===== src/rtl/core/fet_pkg.sv =====
`timescale 1ns / 1ps
// Shared types, constants and width functions of the Fisher exact tail block.
// No dependencies; every other module of the block but fet_ram imports this package.
package fet_pkg;

  localparam int TABLE_TOP_DEF = 1023;
  localparam int CELL_W        = 10;
  localparam int SUM_W         = 12;
  localparam int P_W           = 32;
  localparam int LF_FRAC       = 24;
  localparam int ROOT_N        = 24;
  localparam int ROOT_ITERS    = 32;
  localparam int L2_FRAC       = 28;
  localparam int MRG_READS     = 5;
  localparam int TERM_READS    = 4;
  localparam int Y_W           = 29;
  localparam int Z_W           = 30;

  localparam logic [31:0]    LN2_Q32     = 32'd2977044472;
  localparam logic [30:0]    INV_LN2_Q30 = 31'd1549082005;
  localparam logic [Y_W-1:0] EXP_CUT     = Y_W'(23 << LF_FRAC);

  // Address width of the log-factorial table.
  function automatic int idx_width(input int top);
    return $clog2(top + 1);
  endfunction

  // Entry width: ln(n!) <= n * ln(n) < n * 0.7 * ceil(log2(n + 1)).
  function automatic int lf_width(input int top);
    int lg;
    lg = idx_width(top);
    return $clog2((top * lg * 7) / 10 + 2) + LF_FRAC;
  endfunction

  typedef struct packed {
    logic              kind;
    logic [CELL_W-1:0] cell_a;
    logic [CELL_W-1:0] cell_b;
    logic [CELL_W-1:0] cell_c;
    logic [CELL_W-1:0] cell_d;
  } fet_in_t;

  typedef struct packed {
    logic [P_W-1:0] p_value;
    logic           too_large;
  } fet_out_t;

  typedef enum logic [4:0] {
    S_ROOT_LD, S_ROOT_IT, S_ROOT_ST, S_FILL_ZERO, S_FILL_LD, S_FILL_SQ,
    S_FILL_MUL, S_FILL_WR, S_IDLE, S_SEL, S_MRG, S_TRD, S_ZMUL, S_EXP,
    S_ACC, S_OUT
  } fet_state_t;

  typedef enum logic [3:0] {
    OP_NONE, OP_ROOT_LD, OP_ROOT_IT, OP_ROOT_ST, OP_FILL_ZERO, OP_FILL_LD,
    OP_FILL_SQ, OP_FILL_MUL, OP_FILL_WR, OP_TAKE, OP_MRG, OP_TRD, OP_ZMUL,
    OP_EXP, OP_ACC, OP_OUT
  } fet_op_t;

  typedef struct packed {
    fet_op_t    op;
    logic [4:0] step;
  } fet_cmd_t;

  typedef struct packed {
    logic root_last;
    logic fill_last;
    logic too_large;
    logic iter_last;
  } fet_sts_t;

endpackage


===== src/rtl/core/fet_ctrl.sv =====
`timescale 1ns / 1ps
// Sequencer of the Fisher exact tail block: table build after reset, then per-item steps.
// Depends on fet_pkg.
module fet_ctrl (
  input  logic              clk,
  input  logic              rst_n,
  input  logic              in_valid,
  output logic              in_stall,
  output logic              out_valid,
  input  logic              out_stall,
  input  fet_pkg::fet_sts_t sts,
  output fet_pkg::fet_cmd_t cmd
);
  import fet_pkg::*;

  fet_state_t state_r, state_nxt;
  logic [4:0] step_r, step_nxt;
  logic       out_valid_r, out_valid_nxt;

  always_ff @(posedge clk) begin
    if (!rst_n) begin
      state_r     <= S_ROOT_LD;
      step_r      <= '0;
      out_valid_r <= 1'b0;
    end else begin
      state_r     <= state_nxt;
      step_r      <= step_nxt;
      out_valid_r <= out_valid_nxt;
    end
  end

  always_comb begin
    state_nxt     = state_r;
    step_nxt      = step_r;
    out_valid_nxt = out_valid_r;
    cmd.op        = OP_NONE;
    cmd.step      = step_r;
    in_stall      = 1'b1;
    if (out_valid_r && !out_stall) begin
      out_valid_nxt = 1'b0;
    end
    case (state_r)
      S_ROOT_LD: begin
        cmd.op    = OP_ROOT_LD;
        step_nxt  = '0;
        state_nxt = S_ROOT_IT;
      end
      S_ROOT_IT: begin
        cmd.op   = OP_ROOT_IT;
        step_nxt = step_r + 5'd1;
        if (step_r == 5'(ROOT_ITERS - 1)) begin
          state_nxt = S_ROOT_ST;
        end
      end
      S_ROOT_ST: begin
        cmd.op    = OP_ROOT_ST;
        state_nxt = sts.root_last ? S_FILL_ZERO : S_ROOT_LD;
      end
      S_FILL_ZERO: begin
        cmd.op    = OP_FILL_ZERO;
        state_nxt = S_FILL_LD;
      end
      S_FILL_LD: begin
        cmd.op    = OP_FILL_LD;
        step_nxt  = '0;
        state_nxt = S_FILL_SQ;
      end
      S_FILL_SQ: begin
        cmd.op   = OP_FILL_SQ;
        step_nxt = step_r + 5'd1;
        if (step_r == 5'(L2_FRAC - 1)) begin
          state_nxt = S_FILL_MUL;
        end
      end
      S_FILL_MUL: begin
        cmd.op    = OP_FILL_MUL;
        state_nxt = S_FILL_WR;
      end
      S_FILL_WR: begin
        cmd.op    = OP_FILL_WR;
        state_nxt = sts.fill_last ? S_IDLE : S_FILL_LD;
      end
      S_IDLE: begin
        in_stall = 1'b0;
        if (in_valid) begin
          cmd.op    = OP_TAKE;
          state_nxt = S_SEL;
        end
      end
      S_SEL: begin
        step_nxt  = '0;
        state_nxt = sts.too_large ? S_OUT : S_MRG;
      end
      S_MRG: begin
        cmd.op   = OP_MRG;
        step_nxt = step_r + 5'd1;
        if (step_r == 5'(MRG_READS)) begin
          step_nxt  = '0;
          state_nxt = S_TRD;
        end
      end
      S_TRD: begin
        cmd.op   = OP_TRD;
        step_nxt = step_r + 5'd1;
        if (step_r == 5'(TERM_READS)) begin
          state_nxt = S_ZMUL;
        end
      end
      S_ZMUL: begin
        cmd.op    = OP_ZMUL;
        step_nxt  = '0;
        state_nxt = S_EXP;
      end
      S_EXP: begin
        cmd.op   = OP_EXP;
        step_nxt = step_r + 5'd1;
        if (step_r == 5'(ROOT_N - 1)) begin
          state_nxt = S_ACC;
        end
      end
      S_ACC: begin
        cmd.op    = OP_ACC;
        step_nxt  = '0;
        state_nxt = sts.iter_last ? S_OUT : S_TRD;
      end
      S_OUT: begin
        if (!out_valid_r || !out_stall) begin
          cmd.op        = OP_OUT;
          out_valid_nxt = 1'b1;
          state_nxt     = S_IDLE;
        end
      end
      default: begin
        state_nxt = S_ROOT_LD;
      end
    endcase
  end

  assign out_valid = out_valid_r;
endmodule


===== config.mk =====
export PLATFORM = sky130hd
export DESIGN_NAME = fet_ctrl
export DESIGN_NICKNAME = d
export VERILOG_FILES = /design/src/rtl/core/fet_pkg.sv /design/src/rtl/core/fet_ctrl.sv
export SDC_FILE = /design/constraint.sdc
export NUM_CORES = 1
export LEC_CHECK = 0
export BUFFER_PORTS_ARGS = -buffer_cell sky130_fd_sc_hd__buf_2
export CAP_MARGIN = 20
export CORE_UTILIZATION = 37
export DETAILED_ROUTE_END_ITERATION = 12
export HOLD_SLACK_MARGIN = 0.05
export SLEW_MARGIN = 5
export SYNTH_ARGS = -nofsm -noshare
export SYNTH_HDL_FRONTEND = slang
export SYNTH_SLANG_ARGS = --single-unit

===== constraint.sdc =====
create_clock -name clk -period 1.9 [get_ports clk]
set_input_delay 0.38 -clock clk [delete_from_list [all_inputs] [get_ports clk]]
set_output_delay 0.38 -clock clk [all_outputs]
set_load 0.01 [all_outputs]

==> results.txt, run 1 <==
----------------------------------------------------
[Synth]
  Most common cell in the synthesized netlist ... sky130_fd_sc_hd__dfxtp_1
  Total standard cell area after synthesis ... 878.3 um2
  Synth Flop Type ... sky130_fd_sc_hd__dfxtp_1
  Cell variety after synth ... 48
  Number of flops mapped to enable cells by yosys ... 0
  Async set-or-reset flop fraction in the synthesized netlist ... 0
  Share of Yosys cell area claimed by the top area cell type ... 0.2279
  Most used standard cells in the synthesized netlist ... 10 x sky130_fd_sc_hd__dfxtp_1, 6 x sky130_fd_sc_hd__a21oi_1, 6 x sky130_fd_sc_hd__inv_1, 6 x sky130_fd_sc_hd__nand2_1, 6 x sky130_fd_sc_hd__nor2_1
  Sequential fraction of the synthesis area ... 0.2279
  Syn. warnings ... 0
  Most area-hungry cell type in the Yosys netlist ... sky130_fd_sc_hd__dfxtp_1
  Average size of a mapped cell ... 8.783 um2
  Seq cells post-synth ... 10
  Number of standard cells after synthesis ... 100
  Syn nets ... ~110
  Most area-consuming cells after synthesis ... sky130_fd_sc_hd__dfxtp_1 23%, sky130_fd_sc_hd__ha_1 5.7%, sky130_fd_sc_hd__mux2i_1 5.7%, sky130_fd_sc_hd__a21oi_1 3.4%, sky130_fd_sc_hd__o32ai_4 3.1%

[Critical path]
  Critical register-to-register path startpoint ... step_r[1]
  Setup CP Type ... reg -> out
  Arrival time worst endpoint ... between 1 and 1.5 ns
  Endpoint class of the critical path ... primary output
  Category of the worst setup path launch point ... flop
  Maximum net fanout on the critical path ... 6
  Worst EP required ... 1.52 ns
  Crit path launch ... state_r[1]

[Final layout]
  Antenna Diode Count ... 0
  Total area of multi-input combinational cells ... 605.6 um2
  Area growth, synth to finish ... 24.79%
  Post-route cell area ... 1096 um2
  Nets@finish ... 140
  Ratio of cells with drive above 1 in the final layout ... 0.4173
  Number of standard cells in the layout, taps in and fillers out ... 155
  Fill cell total of the finished layout ... about 220
  FF/Latch Area ... 209.0 um2

[CTS]
  Reg clk slew, reported paths ... 0.08 ns
  Clock tree from TritonCTS ... yes
  Number of H-tree levels ... 1
  Buffer type at the clock tree root ... sky130_fd_sc_hd__clkbuf_4
  Post-CTS Hold Buffers ... 0
  Source-to-sink clock delay at the later pin of the worst-skew pair ... 0.26 ns
  Number of buffers created by CTS ... 3
  Sinks on Clock Net ... 10
  Buffer levels on the longest clock path ... 2

[Timing]
  Setup violation total in the final timing report ... 0
  Normalized max-slew margin ... 0.7647
  Largest clock skew in the final design ... 0.001144 ns
  Portion of the clock cycle consumed by the worst path in the final layout ... 0.9501
  Time the worst path needs with I/O delays and setup ... 1.805 ns
  Setup TNS ... 0 ns
  Actual slew at the worst max-slew pin ... 0.3509 ns
  Final count of hold timing violations ... 0
  Setup repair after global routing missed its margin ... no
  Least setup slack across all paths after layout ... ~0.095 ns
  Max Slew Vio Count ... 0
  Highest clock rate ... 0.5539 GHz

[Min path]
  Type of the tightest min-delay check ... in -> reg
  Hold wc startpoint ... rst_n

[Floorplanning]
  Row Count ... 17
  Die height ... 50.72 um
  Core Area ... 2233 um2
  Floorplan die width ... slightly above 50 um
  Starting utilization of the core area ... 0.3933
  IO Count ... 19
  Die Area ... 2573 um2

[Power and ir drop]
  Pwr/cell area ... between 1000 and 1500 nW/um2
  Maximum ir drop on the vdd rail ... 0.0006672 V
  Total Power Consumption ... 1.157 mW
  Leakage component of the power ... 0.4625 nW

[Route]
  Post-detailed-route DRC marker count ... 0
  Wire length after detailed routing ... 2049 um
  DRT Pass-1 Iters ... 4
  First DRT Iteration DRCs ... 21
  Via count ... 861
  Post-route antenna net violation count ... 0
  Via count normalized by instance count ... 5.555
  Average wire per standard cell ... 13.22 um

[Placed design]
  Final weighted congestion of routability-driven global placement ... approximately 0.80
  Total of buffers placed on input and output ports ... 18
  Detailed placer's ending HPWL ... approximately 1600 um
  Pre-CTS WS ... 0.1464 ns
  Placed Instances ... 150
  Placement Cell Area ... slightly above 1000 um2

[GRT]
  Overall track demand over capacity in global routing ... 0.1752
  Pin count of the biggest net entering global routing ... 17
  Total congestion overflow after global routing ... 0
  Vias in the first global route ... 771
  Wire length of the first global-routing pass ... 3394 um
  Antenna violations before repair ... 0

[Outcome]
  Run status ... completed

[Flow run]
  Max_cap viols ... 0

----------------------------------------------------
[logic make-up (layout without fill, tap and decap cells)]
family                     count (synthesis)  in the layout  share of synthesized area
and+or+nand+nor                           33             33                     0.2536
AOI/OAI and AO/OA                         32             32                     0.2920
buffers and inverters                     14             41                    0.09258
DFF                                       10             10                     0.2279
muxes                                      5              5                    0.05698
adders and majority gates                  4              4                    0.05698
xor gates and xnor gates                   2              2                    0.01995
[layout by cell type (no fill, tap or decap), types with 2 or more instances in the layout]
cell / n
sky130_fd_sc_hd__nand4_1: 2
sky130_fd_sc_hd__inv_1: 6
sky130_fd_sc_hd__nor2_1: 6
sky130_fd_sc_hd__o21ai_0: 5
sky130_fd_sc_hd__mux2i_1: 5
sky130_fd_sc_hd__buf_2: 18
sky130_fd_sc_hd__clkbuf_4: 3
sky130_fd_sc_hd__buf_4: 13
sky130_fd_sc_hd__a21boi_0: 2
sky130_fd_sc_hd__a21oi_1: 6
sky130_fd_sc_hd__dfxtp_2: 4
sky130_fd_sc_hd__o22ai_1: 2
sky130_fd_sc_hd__xnor2_1: 2
sky130_fd_sc_hd__a21bo_2: 2
sky130_fd_sc_hd__nand3_1: 2
sky130_fd_sc_hd__nand2_1: 6
sky130_fd_sc_hd__nand2b_1: 2
sky130_fd_sc_hd__dfxtp_1: 5
sky130_fd_sc_hd__ha_1: 4
sky130_fd_sc_hd__a211oi_1: 2
[layer usage]
metal / vias to the layer above / global-route usage / part of all wire
met3: 2 / 0.01818 / 0.033
li1: 428 / - / -
met1: 411 / 0.2423 / 0.49
met2: 20 / 0.2822 / 0.47
met4: 0 / 0.05556 / 0.0083
met5: - / 0 / 0
[final timing paths]
| path | end | cells past startpoint | slack [ns] |
|---|---|---|---|
| setup / recovery | cmd[8] | 5 | 0.09 |
| hold / removal | state_r[2] | 3 | 0.41 |
| hold reg to reg | step_r[1] | 2 | 0.55 |
| setup reg to reg | state_r[1] | 6 | 0.17 |
[repair_timing]
action,in CTS,in global routing
buffers inserted,0,1
gates resized for setup,3,4
endpoints found under the setup margin,2,3
pin swaps,0,1
[critical path: stages, from the launching register on]
cell,delay (ns)
sky130_fd_sc_hd__dfxtp_2,0.36
sky130_fd_sc_hd__buf_4,0.16
sky130_fd_sc_hd__nand4_1,0.11
sky130_fd_sc_hd__o21ai_0,0.09
sky130_fd_sc_hd__a221oi_1,0.27
sky130_fd_sc_hd__buf_2,0.18
[where the power goes]
| part | internal, mW | total, mW | switching, mW |
|---|---|---|---|
| sequential | 0.254 | 0.308 | 0.0540 |
| clock | 0.116 | 0.200 | 0.0838 |
| combinational | 0.322 | 0.649 | 0.328 |
| total | 0.692 | 1.16 | 0.465 |
[stage by stage]
stage / util / hold WS [ns]
floorplan: - / 0.5017
global placement: 0.4633 / 0.5459
detailed placement: 0.4633 / 0.5701
CTS: 0.4812 / 0.4089
global route: 0.4908 / 0.4474
finish: 0.4908 / 0.4103
[flip-flops by register name (all words and copies together), names as in the netlist]
| signal | cells |
|---|---|
| out_valid | 1 |
| step_r | 5 |
| state_r | 4 |
[area by class of cell]
cell class,instances,area share
multi-input cells,76,0.5525
inverters,6,0.02055
flip-flops and latches,10,0.1906
well taps,28,0.03196
clock buffers,4,0.03311
repair buffers,31,0.1712
Note: power is estimated with default switching activity, not from simulation.
==> inputs of run 2 (changes only) <==
--- a/config.mk
+++ b/config.mk
@@ -9,7 +9,7 @@
 export CAP_MARGIN = 20
 export CORE_UTILIZATION = 37
 export DETAILED_ROUTE_END_ITERATION = 12
-export HOLD_SLACK_MARGIN = 0.05
+export PLACE_DENSITY = 0.62
 export SLEW_MARGIN = 5
 export SYNTH_ARGS = -nofsm -noshare
 export SYNTH_HDL_FRONTEND = slang
==> run 2 against run 1 <==
Core utilization shrank 0.11 points. Critical path depth grew 1. Final area shrank 0.23%. Fmax is essentially flat. Largest power group unchanged.
==> results.txt, run 2 (synthesis gave the netlist of run 1 again) <==
----------------------------------------------------
[Critical path]
  Worst EP required ... 2.11 ns (+0.59 ns)
  Library cell contributing the largest single delay on the critical path ... sky130_fd_sc_hd__or4b_1
  Most Frequent Cell on Critical Path ... sky130_fd_sc_hd__ha_1
  Number of cells traversed by the worst register-to-register path ... 6 (unchanged)
  CP delay by family, top ... simple AND/OR/NAND/NOR gates
  Crit path cell chain ... ha_1 -> and3_2 -> ha_1 -> o32ai_4 -> or4b_1 -> a21oi_1
  Maximum net fanout on the critical path ... 5 (-1)
  Setup CP Type ... reg -> reg
  CP max stage delay ... 0.52 ns (+0.16 ns)
  Category of the worst setup path launch point ... flop
  CP Buf/Inv Count ... 0 (-2)
  Endpoint class of the critical path ... flop
  Total number of cells along the worst setup path ... 6 (+1)
  Arrival time worst endpoint ... 2.01 ns (+0.58 ns)

[Final layout]
  Most frequent standard cell in the layout excluding fill and tap cells ... sky130_fd_sc_hd__buf_2
  Number of standard cells in the layout, taps in and fillers out ... 154 (-0.65%)
  Fin util ... 0.4896 (-0.001120)
  Ratio of cells with drive above 1 in the final layout ... 0.4048 (-0.01256)
  Number of flip-flops in the largest register ... 5 (unchanged)
  Area growth, synth to finish ... 24.50%
  Nets@finish ... 139 (-0.71%)
  Register with the most flip-flops ... step_r
  Fill cell total of the finished layout ... 227 (+4.6%)
  Antenna Diode Count ... 0 (unchanged)
  Commonest cells after routing, fill and taps aside ... 18 x sky130_fd_sc_hd__buf_2, 11 x sky130_fd_sc_hd__buf_4

[Min path]
  Type of the tightest min-delay check ... in -> reg
  Cell count of the worst hold path ... 3 (unchanged)

[Route]
  Post-route antenna net violation count ... 0 (unchanged)
  Via count normalized by instance count ... 5.448 (-1.9%)
  Post-detailed-route DRC marker count ... 0 (unchanged)
  DRT Pass-1 Iters ... 4 (unchanged)
  Wire length after detailed routing ... 2069 um (+0.98%)
  Via count ... 839 (-2.6%)
  Average wire per standard cell ... 13.44 um (+1.6%)
  First DRT Iteration DRCs ... 14 (-33%)

[CTS]
  Post-CTS setup buffers ... 0 (unchanged)
  Post-CTS Hold Buffers ... 0 (unchanged)
  Number of H-tree levels ... 1 (unchanged)
  Number of buffers created by CTS ... 3 (unchanged)
  Sinks on Clock Net ... 10 (unchanged)
  Clock tree from TritonCTS ... yes
  Buffer type at the clock tree root ... sky130_fd_sc_hd__clkbuf_4
  Reg clk slew, reported paths ... 0.07 ns (about the same)
  Buffer levels on the longest clock path ... 2 (unchanged)
  Source-to-sink clock delay at the later pin of the worst-skew pair ... 0.28 ns (+0.02 ns)

[Power and ir drop]
  Switching power share of the total ... 0.4063 (+0.004172)
  Power share of the clock group ... 0.179 (+0.006)
  Register share of total power ... 0.276 (+0.010)
  Leakage component of the power ... 0.4580 nW (-0.98%)
  Logic gate share of total power ... 0.545 (-0.016)
  Maximum ir drop on the vdd rail ... 0.0005782 V (-13%)
  Total net switching power ... 0.4657 mW (about the same)
  Pwr/cell area ... 1048 nW/um2 (-0.71%)
  Total Power Consumption ... 1.146 mW (-0.94%)
  Cell-internal power ... 0.6805 mW (-1.6%)

[Timing]
  Final hold slack ... 0.3966 ns (-0.01374 ns)
  Time the worst path needs with I/O delays and setup ... 1.804 ns (-0.0008041 ns)
  Setup repair after global routing missed its margin ... no
  Final count of hold timing violations ... 0 (unchanged)
  Setup TNS ... 0 ns (unchanged)
  Max Slew Vio Count ... 0 (unchanged)
  Largest clock skew in the final design ... 0.002236 ns (+0.001092 ns)
  Normalized max-slew margin ... 0.7614 (-0.003302)
  Highest clock rate ... 0.5542 GHz (about the same)
  Portion of the clock cycle consumed by the worst path in the final layout ... 0.9497 (about the same)
  Actual slew at the worst max-slew pin ... 0.3558 ns (+0.004923 ns)
  Setup violation total in the final timing report ... 0 (unchanged)

[Floorplanning]
  Floorplan die width ... 50.72 um (unchanged)
  Row Count ... 17 (unchanged)
  Die height ... 50.72 um (unchanged)
  Core Area ... 2233 um2 (unchanged)
  IO Count ... 19 (unchanged)
  Die Area ... 2573 um2 (unchanged)
  Starting utilization of the core area ... 0.3933 (unchanged)

[Flow run]
  Max_cap viols ... 0 (unchanged)

[Placed design]
  Final weighted congestion of routability-driven global placement ... 0.7948 (-1.2%)
  Detailed placer's ending HPWL ... 1551 um (-1.3%)
  Total of buffers placed on input and output ports ... 18 (unchanged)
  Placed Instances ... 150 (unchanged)

[GRT]
  Total congestion overflow after global routing ... 0 (unchanged)
  Wire length of the first global-routing pass ... 3657 um (+7.7%)
  Pin count of the biggest net entering global routing ... 18 (+1)
  Antenna violations before repair ... 0 (unchanged)
  Overall track demand over capacity in global routing ... 0.1914 (+0.01626)
  Vias in the first global route ... 815 (+5.7%)

[Outcome]
  Run status ... completed

----------------------------------------------------
[run 2: per-layer routing]
layer  global-route usage  up-vias  part of all wire
li1                     -      432                 -
met1               0.2582      396              0.51
met2               0.2711        7              0.44
met3              0.03333        4             0.022
met4               0.1343        0             0.028
met5                    0        -                 0
[run 2: layout make-up]
class                           count  area [um2]  area share
Multi-Input combinational cell     76       605.6      0.5538
Timing Repair Buffer               30       183.9      0.1682
Clock buffer                        4       36.28     0.03318
Tap cell                           28       35.03     0.03204
Sequential cell                    10       210.2      0.1922
Inverter                            6       22.52     0.02059
[run 2: power by group through the flow]
stage | combinational (mW) | clock (mW) | sequential [mW]
3_3_place_gp | 0.603 | 0 | 0.311
3_5_place_dp | 0.612 | 0 | 0.313
6_report | 0.625 | 0.205 | 0.317
5_1_grt | 0.698 | 0.217 | 0.330
2_1_floorplan | 0.469 | 0 | 0.285
4_1_cts | 0.621 | 0.205 | 0.309
[run 2: path summary, 6_finish.rpt]
path	start	to	slack [ns]
worst min register to register	step_r[1]	step_r[1]	0.57
worst min-delay path	rst_n	state_r[2]	0.40
worst max-delay path	step_r[1]	state_r[2]	0.1
worst max register to register	step_r[1]	state_r[2]	0.1
[run 2: stage by stage]
stage	setup slack (ns)	area [um2]
finish	0.09555	1094
floorplan	0.05846	878.3
global placement	0.1643	1035
global route	0.005355	1094
CTS	0.001556	1082
detailed placement	0.1145	1035
[run 2: repair_timing]
| item | in CTS | in global routing |
|---|---|---|
| setup endpoints to repair | 3 | 3 |
| pin swaps | 0 | 1 |
| resized for setup | 3 | 5 |
[run 2: worst register-to-register path: cells and delay by family, from the launching register on]
family / cells / cell delay [ns]
compound gates: 2 / 0.27
flops: 1 / 0.39
fa+ha+maj: 2 / 0.38
simple gates: 2 / 0.70
